File: config.mk
export PLATFORM = sky130hd
export DESIGN_NAME = sha256_stream_hasher
export DESIGN_NICKNAME = d
export VERILOG_FILES = /design/src/hw/rtl/shs_pkg.sv /design/src/hw/rtl/shs_datapath.sv /design/src/hw/rtl/shs_ctrl.sv /design/src/hw/rtl/sha256_stream_hasher.sv
export SDC_FILE = /design/constraint.sdc
export NUM_CORES = 2
export LEC_CHECK = 0
export BUFFER_PORTS_ARGS = -buffer_cell sky130_fd_sc_hd__buf_2
export CAP_MARGIN = 20
export CORE_ASPECT_RATIO = 1.1
export CORE_MARGIN = 2
export CORE_UTILIZATION = 55
export CTS_CLUSTER_DIAMETER = 60
export CTS_CLUSTER_SIZE = 40
export DETAILED_ROUTE_END_ITERATION = 10
export GPL_TIMING_DRIVEN = 0
export HOLD_SLACK_MARGIN = 0.05
export PLACE_DENSITY = 0.71
export SYNTH_ARGS = -nofsm -noshare
export SYNTH_HDL_FRONTEND = slang
export SYNTH_HIERARCHICAL = 1
export SYNTH_SLANG_ARGS = --single-unit
File: constraint.sdc
create_clock -name clk -period 15.6 [get_ports clk]
set_input_delay 4.68 -clock clk [delete_from_list [all_inputs] [get_ports clk]]
set_output_delay 4.68 -clock clk [all_outputs]
set_load 0.05 [all_outputs]
File: src/hw/rtl/shs_pkg.sv
// Shared types, constants and round functions of the SHA-256 stream hasher.
`timescale 1ns / 1ps

package shs_pkg;

  typedef enum logic [1:0] {
    SRC_DATA  = 2'd0,
    SRC_PAD80 = 2'd1,
    SRC_ZERO  = 2'd2,
    SRC_LEN   = 2'd3
  } byte_src_t;

  typedef struct packed {
    logic      load_byte;
    byte_src_t src;
    logic      init;
    logic      round;
    logic [5:0] rnd;
    logic      add;
    logic      out_shift;
    logic [2:0] out_idx;
  } dp_cmd_t;

  localparam logic [7:0] PAD_BYTE = 8'h80;

  localparam logic [31:0] IV [8] = '{
    32'h6a09e667, 32'hbb67ae85, 32'h3c6ef372, 32'ha54ff53a,
    32'h510e527f, 32'h9b05688c, 32'h1f83d9ab, 32'h5be0cd19
  };

  localparam logic [31:0] ROUND_K [64] = '{
    32'h428a2f98, 32'h71374491, 32'hb5c0fbcf, 32'he9b5dba5,
    32'h3956c25b, 32'h59f111f1, 32'h923f82a4, 32'hab1c5ed5,
    32'hd807aa98, 32'h12835b01, 32'h243185be, 32'h550c7dc3,
    32'h72be5d74, 32'h80deb1fe, 32'h9bdc06a7, 32'hc19bf174,
    32'he49b69c1, 32'hefbe4786, 32'h0fc19dc6, 32'h240ca1cc,
    32'h2de92c6f, 32'h4a7484aa, 32'h5cb0a9dc, 32'h76f988da,
    32'h983e5152, 32'ha831c66d, 32'hb00327c8, 32'hbf597fc7,
    32'hc6e00bf3, 32'hd5a79147, 32'h06ca6351, 32'h14292967,
    32'h27b70a85, 32'h2e1b2138, 32'h4d2c6dfc, 32'h53380d13,
    32'h650a7354, 32'h766a0abb, 32'h81c2c92e, 32'h92722c85,
    32'ha2bfe8a1, 32'ha81a664b, 32'hc24b8b70, 32'hc76c51a3,
    32'hd192e819, 32'hd6990624, 32'hf40e3585, 32'h106aa070,
    32'h19a4c116, 32'h1e376c08, 32'h2748774c, 32'h34b0bcb5,
    32'h391c0cb3, 32'h4ed8aa4a, 32'h5b9cca4f, 32'h682e6ff3,
    32'h748f82ee, 32'h78a5636f, 32'h84c87814, 32'h8cc70208,
    32'h90befffa, 32'ha4506ceb, 32'hbef9a3f7, 32'hc67178f2
  };

  function automatic logic [31:0] ror32(input logic [31:0] v, input int unsigned s);
    ror32 = (v >> s) | (v << (32 - s));
  endfunction

  function automatic logic [31:0] big_sigma0(input logic [31:0] v);
    big_sigma0 = ror32(v, 2) ^ ror32(v, 13) ^ ror32(v, 22);
  endfunction

  function automatic logic [31:0] big_sigma1(input logic [31:0] v);
    big_sigma1 = ror32(v, 6) ^ ror32(v, 11) ^ ror32(v, 25);
  endfunction

  function automatic logic [31:0] small_sigma0(input logic [31:0] v);
    small_sigma0 = ror32(v, 7) ^ ror32(v, 18) ^ (v >> 3);
  endfunction

  function automatic logic [31:0] small_sigma1(input logic [31:0] v);
    small_sigma1 = ror32(v, 17) ^ ror32(v, 19) ^ (v >> 10);
  endfunction

endpackage

File: src/hw/rtl/shs_datapath.sv
// Datapath: block window, message schedule, round registers, hash state and bit count.
`timescale 1ns / 1ps

module shs_datapath
  import shs_pkg::*;
(
  input  logic        clk,
  input  logic        rst,
  input  dp_cmd_t     cmd,
  input  logic [7:0]  data_byte,
  output logic [31:0] digest_word
);

  logic [31:0] win [16];
  logic [31:0] hv [8];
  logic [31:0] wv [8];
  logic [63:0] bits;

  logic [7:0]  byte_in;
  logic [31:0] sched_new;
  logic [31:0] t1;
  logic [31:0] t2;

  always_comb begin
    case (cmd.src)
      SRC_DATA:  byte_in = data_byte;
      SRC_PAD80: byte_in = PAD_BYTE;
      SRC_ZERO:  byte_in = 8'h00;
      SRC_LEN:   byte_in = bits[63:56];
      default:   byte_in = 8'h00;
    endcase
  end

  assign sched_new = small_sigma1(win[14]) + win[9] + small_sigma0(win[1]) + win[0];
  assign t1 = wv[7] + big_sigma1(wv[4]) + ((wv[4] & wv[5]) ^ (~wv[4] & wv[6]))
            + ROUND_K[cmd.rnd] + win[0];
  assign t2 = big_sigma0(wv[0]) + ((wv[0] & wv[1]) ^ (wv[0] & wv[2]) ^ (wv[1] & wv[2]));

  always_ff @(posedge clk) begin
    if (cmd.load_byte) begin
      for (int k = 0; k < 15; k++) begin
        win[k] <= {win[k][23:0], win[k+1][31:24]};
      end
      win[15] <= {win[15][23:0], byte_in};
    end else if (cmd.round) begin
      for (int k = 0; k < 15; k++) begin
        win[k] <= win[k+1];
      end
      win[15] <= sched_new;
    end
  end

  always_ff @(posedge clk) begin
    if (cmd.init) begin
      for (int k = 0; k < 8; k++) begin
        wv[k] <= hv[k];
      end
    end else if (cmd.round) begin
      wv[0] <= t1 + t2;
      wv[1] <= wv[0];
      wv[2] <= wv[1];
      wv[3] <= wv[2];
      wv[4] <= wv[3] + t1;
      wv[5] <= wv[4];
      wv[6] <= wv[5];
      wv[7] <= wv[6];
    end
  end

  always_ff @(posedge clk) begin
    if (rst) begin
      for (int k = 0; k < 8; k++) begin
        hv[k] <= IV[k];
      end
      bits <= '0;
    end else begin
      if (cmd.add) begin
        for (int k = 0; k < 8; k++) begin
          hv[k] <= hv[k] + wv[k];
        end
      end else if (cmd.out_shift) begin
        for (int k = 0; k < 7; k++) begin
          hv[k] <= hv[k+1];
        end
        hv[7] <= IV[cmd.out_idx];
      end
      // The length bytes leave from the top, so the count is back at zero after the eighth.
      if (cmd.load_byte && cmd.src == SRC_DATA) begin
        bits <= bits + 64'd8;
      end else if (cmd.load_byte && cmd.src == SRC_LEN) begin
        bits <= {bits[55:0], 8'h00};
      end
    end
  end

  assign digest_word = hv[0];

endmodule

File: src/hw/rtl/shs_ctrl.sv
// Controller: sequences byte loads, padding, compression rounds and digest output.
`timescale 1ns / 1ps

module shs_ctrl
  import shs_pkg::*;
(
  input  logic    clk,
  input  logic    rst,
  input  logic    s_tvalid,
  input  logic    s_tuser,
  output logic    s_tready,
  output logic    m_tvalid,
  input  logic    m_tready,
  output logic    m_tlast,
  output dp_cmd_t cmd
);

  typedef enum logic [5:0] {
    ST_IDLE  = 6'b000001,
    ST_PAD   = 6'b000010,
    ST_LEN   = 6'b000100,
    ST_ROUND = 6'b001000,
    ST_ADD   = 6'b010000,
    ST_OUT   = 6'b100000
  } state_t;

  state_t     state, state_next;
  logic [5:0] fill, fill_next;
  logic [5:0] cnt, cnt_next;
  logic       pad_first, pad_first_next;
  logic       pad_phase, pad_phase_next;
  logic       final_blk, final_blk_next;

  assign s_tready = (state == ST_IDLE);
  assign m_tvalid = (state == ST_OUT);
  assign m_tlast  = (state == ST_OUT) && (cnt[2:0] == 3'd7);

  always_comb begin
    state_next     = state;
    fill_next      = fill;
    cnt_next       = cnt;
    pad_first_next = pad_first;
    pad_phase_next = pad_phase;
    final_blk_next = final_blk;
    cmd            = '0;
    cmd.src        = SRC_DATA;
    cmd.rnd        = cnt;
    cmd.out_idx    = cnt[2:0];
    case (state)
      ST_IDLE: begin
        if (s_tvalid) begin
          if (s_tuser) begin
            pad_first_next = 1'b1;
            state_next     = ST_PAD;
          end else begin
            cmd.load_byte = 1'b1;
            cmd.src       = SRC_DATA;
            fill_next     = fill + 6'd1;
            if (fill == 6'd63) begin
              cmd.init   = 1'b1;
              state_next = ST_ROUND;
            end
          end
        end
      end
      ST_PAD: begin
        cmd.load_byte  = 1'b1;
        cmd.src        = pad_first ? SRC_PAD80 : SRC_ZERO;
        pad_first_next = 1'b0;
        fill_next      = fill + 6'd1;
        if (fill == 6'd63) begin
          cmd.init       = 1'b1;
          pad_phase_next = 1'b1;
          state_next     = ST_ROUND;
        end else if (fill == 6'd55) begin
          state_next = ST_LEN;
        end
      end
      ST_LEN: begin
        cmd.load_byte = 1'b1;
        cmd.src       = SRC_LEN;
        fill_next     = fill + 6'd1;
        if (fill == 6'd63) begin
          cmd.init       = 1'b1;
          final_blk_next = 1'b1;
          state_next     = ST_ROUND;
        end
      end
      ST_ROUND: begin
        cmd.round = 1'b1;
        cnt_next  = cnt + 6'd1;
        if (cnt == 6'd63) begin
          state_next = ST_ADD;
        end
      end
      ST_ADD: begin
        cmd.add = 1'b1;
        if (final_blk) begin
          final_blk_next = 1'b0;
          pad_phase_next = 1'b0;
          state_next     = ST_OUT;
        end else if (pad_phase) begin
          state_next = ST_PAD;
        end else begin
          state_next = ST_IDLE;
        end
      end
      ST_OUT: begin
        if (m_tready) begin
          cmd.out_shift = 1'b1;
          if (cnt[2:0] == 3'd7) begin
            cnt_next   = '0;
            state_next = ST_IDLE;
          end else begin
            cnt_next = cnt + 6'd1;
          end
        end
      end
      default: begin
        state_next = ST_IDLE;
      end
    endcase
  end

  always_ff @(posedge clk) begin
    if (rst) begin
      state     <= ST_IDLE;
      fill      <= '0;
      cnt       <= '0;
      pad_first <= 1'b0;
      pad_phase <= 1'b0;
      final_blk <= 1'b0;
    end else begin
      state     <= state_next;
      fill      <= fill_next;
      cnt       <= cnt_next;
      pad_first <= pad_first_next;
      pad_phase <= pad_phase_next;
      final_blk <= final_blk_next;
    end
  end

  a_round_full_block: assert property (@(posedge clk) disable iff (rst)
    (state == ST_ROUND) |-> (fill == 6'd0))
    else $error("compression running on a partly filled block");

  a_add_one_cycle: assert property (@(posedge clk) disable iff (rst)
    (state == ST_ADD) |=> (state != ST_ADD))
    else $error("feed-forward add held for more than one cycle");

  a_len_position: assert property (@(posedge clk) disable iff (rst)
    (state == ST_LEN) |-> (fill[5:3] == 3'd7))
    else $error("length bytes outside the last eight block positions");

  a_no_input_while_busy: assert property (@(posedge clk) disable iff (rst)
    (state == ST_OUT || state == ST_ROUND) |-> !s_tready)
    else $error("input accepted while compressing or emitting the digest");

  a_out_counter: assert property (@(posedge clk) disable iff (rst)
    (state == ST_OUT) |-> (cnt[5:3] == 3'd0))
    else $error("digest word counter out of range");

endmodule

File: src/hw/rtl/sha256_stream_hasher.sv
// Top level of the SHA-256 stream hasher.
`timescale 1ns / 1ps
//
// The slave channel takes one transaction per message byte: s_tuser low absorbs
// s_tdata, s_tuser high finishes the message (s_tdata is ignored then).
// The master channel returns the 256-bit digest as eight 32-bit transactions,
// most significant word first, with m_tlast on the eighth.
// Every 64th byte starts a compression of 64 rounds plus one feed-forward add,
// during which s_tready is low; a single shared round unit does the rounds in turn.
// A finish writes padding and length one byte per cycle, pausing to compress
// when padding spills into a second block; each padded block is compressed, and
// the first digest word is valid the cycle after the last feed-forward add.
// While the digest is presented, no input is taken; a stalled receiver holds
// m_tvalid and the word in place. After the eighth word is taken the hash state
// is back at its initial value and a new message may start.
// Reset (rst, synchronous, active high) loads the initial hash values and
// clears the byte and bit counts; it needs no clearing sweep.
//

module sha256_stream_hasher
  import shs_pkg::*;
(
  input  logic        clk,
  input  logic        rst,
  input  logic        s_tvalid,
  output logic        s_tready,
  input  logic [7:0]  s_tdata,  // [7:0] data_byte
  input  logic        s_tuser,  // [0] cmd
  output logic        m_tvalid,
  input  logic        m_tready,
  output logic [31:0] m_tdata,  // [31:0] digest_word
  output logic        m_tlast
);

  dp_cmd_t cmd;

  shs_ctrl u_ctrl (
    .clk      (clk),
    .rst      (rst),
    .s_tvalid (s_tvalid),
    .s_tuser  (s_tuser),
    .s_tready (s_tready),
    .m_tvalid (m_tvalid),
    .m_tready (m_tready),
    .m_tlast  (m_tlast),
    .cmd      (cmd)
  );

  shs_datapath u_datapath (
    .clk         (clk),
    .rst         (rst),
    .cmd         (cmd),
    .data_byte   (s_tdata),
    .digest_word (m_tdata)
  );

endmodule
==> out/qor.txt <==
Status: finished clean
Clk_skew: 59.4 ps
YS warnings: 6
Post-synth top area share: 0.412
Most frequent cell after synthesis: edfxtp_1
Yosys top cell by area: edfxtp_1
All-layer global routing usage: 0.366
Max Cap Viol: 0
Reg clk slew, reported paths: 70 ps
RSZ-0062 raised after global routing: no
Yosys cell types: 98
GP Congestion: 1.02
Port bufs: 47
Post-CTS setup buffers: 0
FF+latch count, synth: 1106
Leakage: 30.5 nW
Routed vias: 59115
Die Wd: 355 um
CP max-delay cell: dfxtp_1
Syn nets: 7691
WL final: 258 mm
Ys flop type: edfxtp_1
Minimum clock period: 13370 ps
Crit Reg-Reg Startpoint: u_ctrl/cnt[1]
Initial Util: 0.555
Slew HR: 0.164
NumNets Final: 7863
Average routed wire per standard cell: 28.3 um
Largest net degree at the start of global routing: 70
Core Util, Final: 0.604
Crit path DAT: 13800 ps
Worst Path Max Fanout: 14
CTS hold repair buffers: 0
Fillers: 11270
Pwr Density: 112 nW/um2
Post-Route Setup TNS: 0 ps
Vias/cell: 6.47
Total core area: 134000 um2
Antenna viol nets, final: 0
Final HPWL DP: 198 mm
Area growth syn-to-layout: 8.73%
Register area share after synthesis: 0.434
Hold path endpoint: u_datapath/bits[7]
Worst-margin pin slew: 1250 ps
Die height: 390 um
Post-synth EDFFs: 1023
DRT met1 WL: 98.4 mm
Clock Latency Late Sink: 760 ps
Clock Tree Buf Depth: 3
Remaining Overflow, GRT: 0
Site Rows: 141
Hold Crit Start: u_datapath/bits[7]
Async SR Flop Fraction: 0
Largest cells by area after synthesis: edfxtp_1 (41%), mux2_2 (8.6%), ha_1 (6.6%)
# resized after CTS: 0
Final Max Tran Viols: 0
Post-Syn Instances: 7089
First-pass GRT wire length: 373 mm
Bufs and invs on worst path: 10
First-pass DRT Iterations: 9
# setup viols final: 0
Met2 wire length: 118 mm
Worst Hold Depth: 2
Worst endpoint required time: 16030 ps
Worst Setup Start Kind: flip-flop
Worst setup EP type: flip-flop
CTS Buf Count: 98
Worst R2R Path Depth: 38
H-tree Lvls: 3
# IOs: 48
1st-iter DRT viols: 7029
Reg2reg end: u_datapath/wv[0][30]
CTS Root Cell: clkbuf_16
Crit share post-route: 0.857
Final cell count without fillers: 9134
Min-Delay Path Class: flip-flop to flip-flop
Max incr delay on CP: 910 ps
Wire length on met3: 22.7 mm
Post-Place Cells: 8948
Family with the most delay on the worst path: adder cells
Share of cells above drive strength 1: 0.125
R2r setup slk: 2230 ps
Worst VDD drop: 0.000115 V
Antenna violations before repair: 7
Syn Std Cell Area: 74600 um2
Final Hold Vio Count: 0
DIE AREA: 139000 um2
Commonest cells in the synthesized netlist: edfxtp_1 (1023), nand2_1 (850), mux2_2 (567)
Synth Area per Inst: 10.5 um2
CTS tree: yes
Fmax: 0.0748 GHz
Crit Path Class: flip-flop to flip-flop
Highest routing layer actually used: met5
Vias in the first global route: 56750
Drt drc: 0
Clock sinks: 1106
-- flip-flops by register name, summed over array words and instances, names as in the netlist --
| register | count |
|---|---|
| u_datapath/win | 512 |
| u_ctrl/pad_first | 1 |
| u_datapath/hv | 256 |
| u_ctrl/fill | 6 |
| u_ctrl/final_blk | 1 |
| u_ctrl/pad_phase | 1 |
| u_ctrl/state | 6 |
| u_ctrl/cnt | 6 |
| u_datapath/bits | 61 |
| u_datapath/wv | 256 |
-- per-layer routing --
layer / up-vias / GRT usage
li1: 26047 / -
met1: 29246 / 0.466
met2: 3085 / 0.582
met3: 731 / 0.0588
met4: 6 / 0.232
met5: - / 0
-- area by class of cell --
type	count	area, um2	area share
Tap cell	1787	2240	0.0276
Buffer	369	1530	0.0189
Timing Repair Buffer	72	777	0.00958
Antenna cell	2	5.00	0.0000617
Clock inverter	79	955	0.0118
Inverter	348	1310	0.0161
Multi-Input combinational cell	5266	39400	0.486
Clock buffer	105	2520	0.0311
Sequential cell	1106	32400	0.399
-- worst max path at each step --
stage,start,end,slack [ps],depth (start not counted)
after floorplan,s_tvalid,u_datapath/win[0][0],2540,8
after global placement,s_tvalid,u_datapath/win[0][81],-1140,9
after detailed placement,u_ctrl/cnt[1],u_datapath/wv[0][30],2740,38
after CTS,u_ctrl/cnt[1],u_datapath/wv[0][30],2680,38
after global routing,u_ctrl/cnt[1],u_datapath/wv[0][30],1910,38
final,u_ctrl/cnt[1],u_datapath/wv[0][30],2230,38
-- report_power, final --
part | internal (mW) | switching [mW]
logic | 1.08 | 1.60
registers | 3.54 | 0.197
clock network | 1.32 | 1.33
total | 5.94 | 3.12
-- metrics by stage --
step / hold slack (ps) / power, mW / setup WS (ps) / cell area [um2]
after floorplan: 455 / 5.61 / 2540 / 74600
after global placement: 505 / 6.38 / -1140 / 77100
after detailed placement: 512 / 6.40 / 2740 / 77700
after CTS: 521 / 9.04 / 2680 / 81100
after global routing: 531 / 9.42 / 1910 / 81100
final: 517 / 9.06 / 2230 / 81100
-- cells in the final DEF, fill, tap and decap left out, types with 18 or more instances in the layout --
cell and n:
or3_1 23, nand4_1 41, buf_2 48, nor4_1 20
nand2_1 850, mux2_2 567, nor2b_1 37, a221oi_1 18
a21oi_1 531, o31ai_1 42, xor2_1 205, a211oi_1 38
o21ai_0 476, nand3_1 108, nand2b_1 77, dfxtp_1 83
inv_1 346, fa_1 195, o21bai_1 47, a21o_1 204
clkbuf_16 99, a22oi_1 19, ha_1 394, clkbuf_1 314
nor2_1 363, edfxtp_1 1023, and2_1 24, o211ai_1 34
mux2i_1 21, buf_4 36, xnor2_1 378, nor3_1 89
a31oi_1 61, o21a_1 65, and3_1 42
-- tightest hold or removal path, stage by stage, from the launching register on --
cell	delay, ps
dfxtp_1	340
nand3_1	80
a21oi_1	50
-- cell families (layout without fill, tap and decap cells) --
group                      after synthesis  count (layout)  share of synthesized area
AOI/OAI and AO/OA                     1739            1739                      0.144
xor gates and xnor gates               583             583                     0.0684
adders and majority gates              593             593                      0.119
buffers and inverters                  717             973                     0.0380
DFF                                   1106            1106                      0.434
muxes                                  598             598                     0.0914
other                                    0               2                          0
and+or+nand+nor                       1753            1753                      0.105
(Power assumes the default switching activity.)
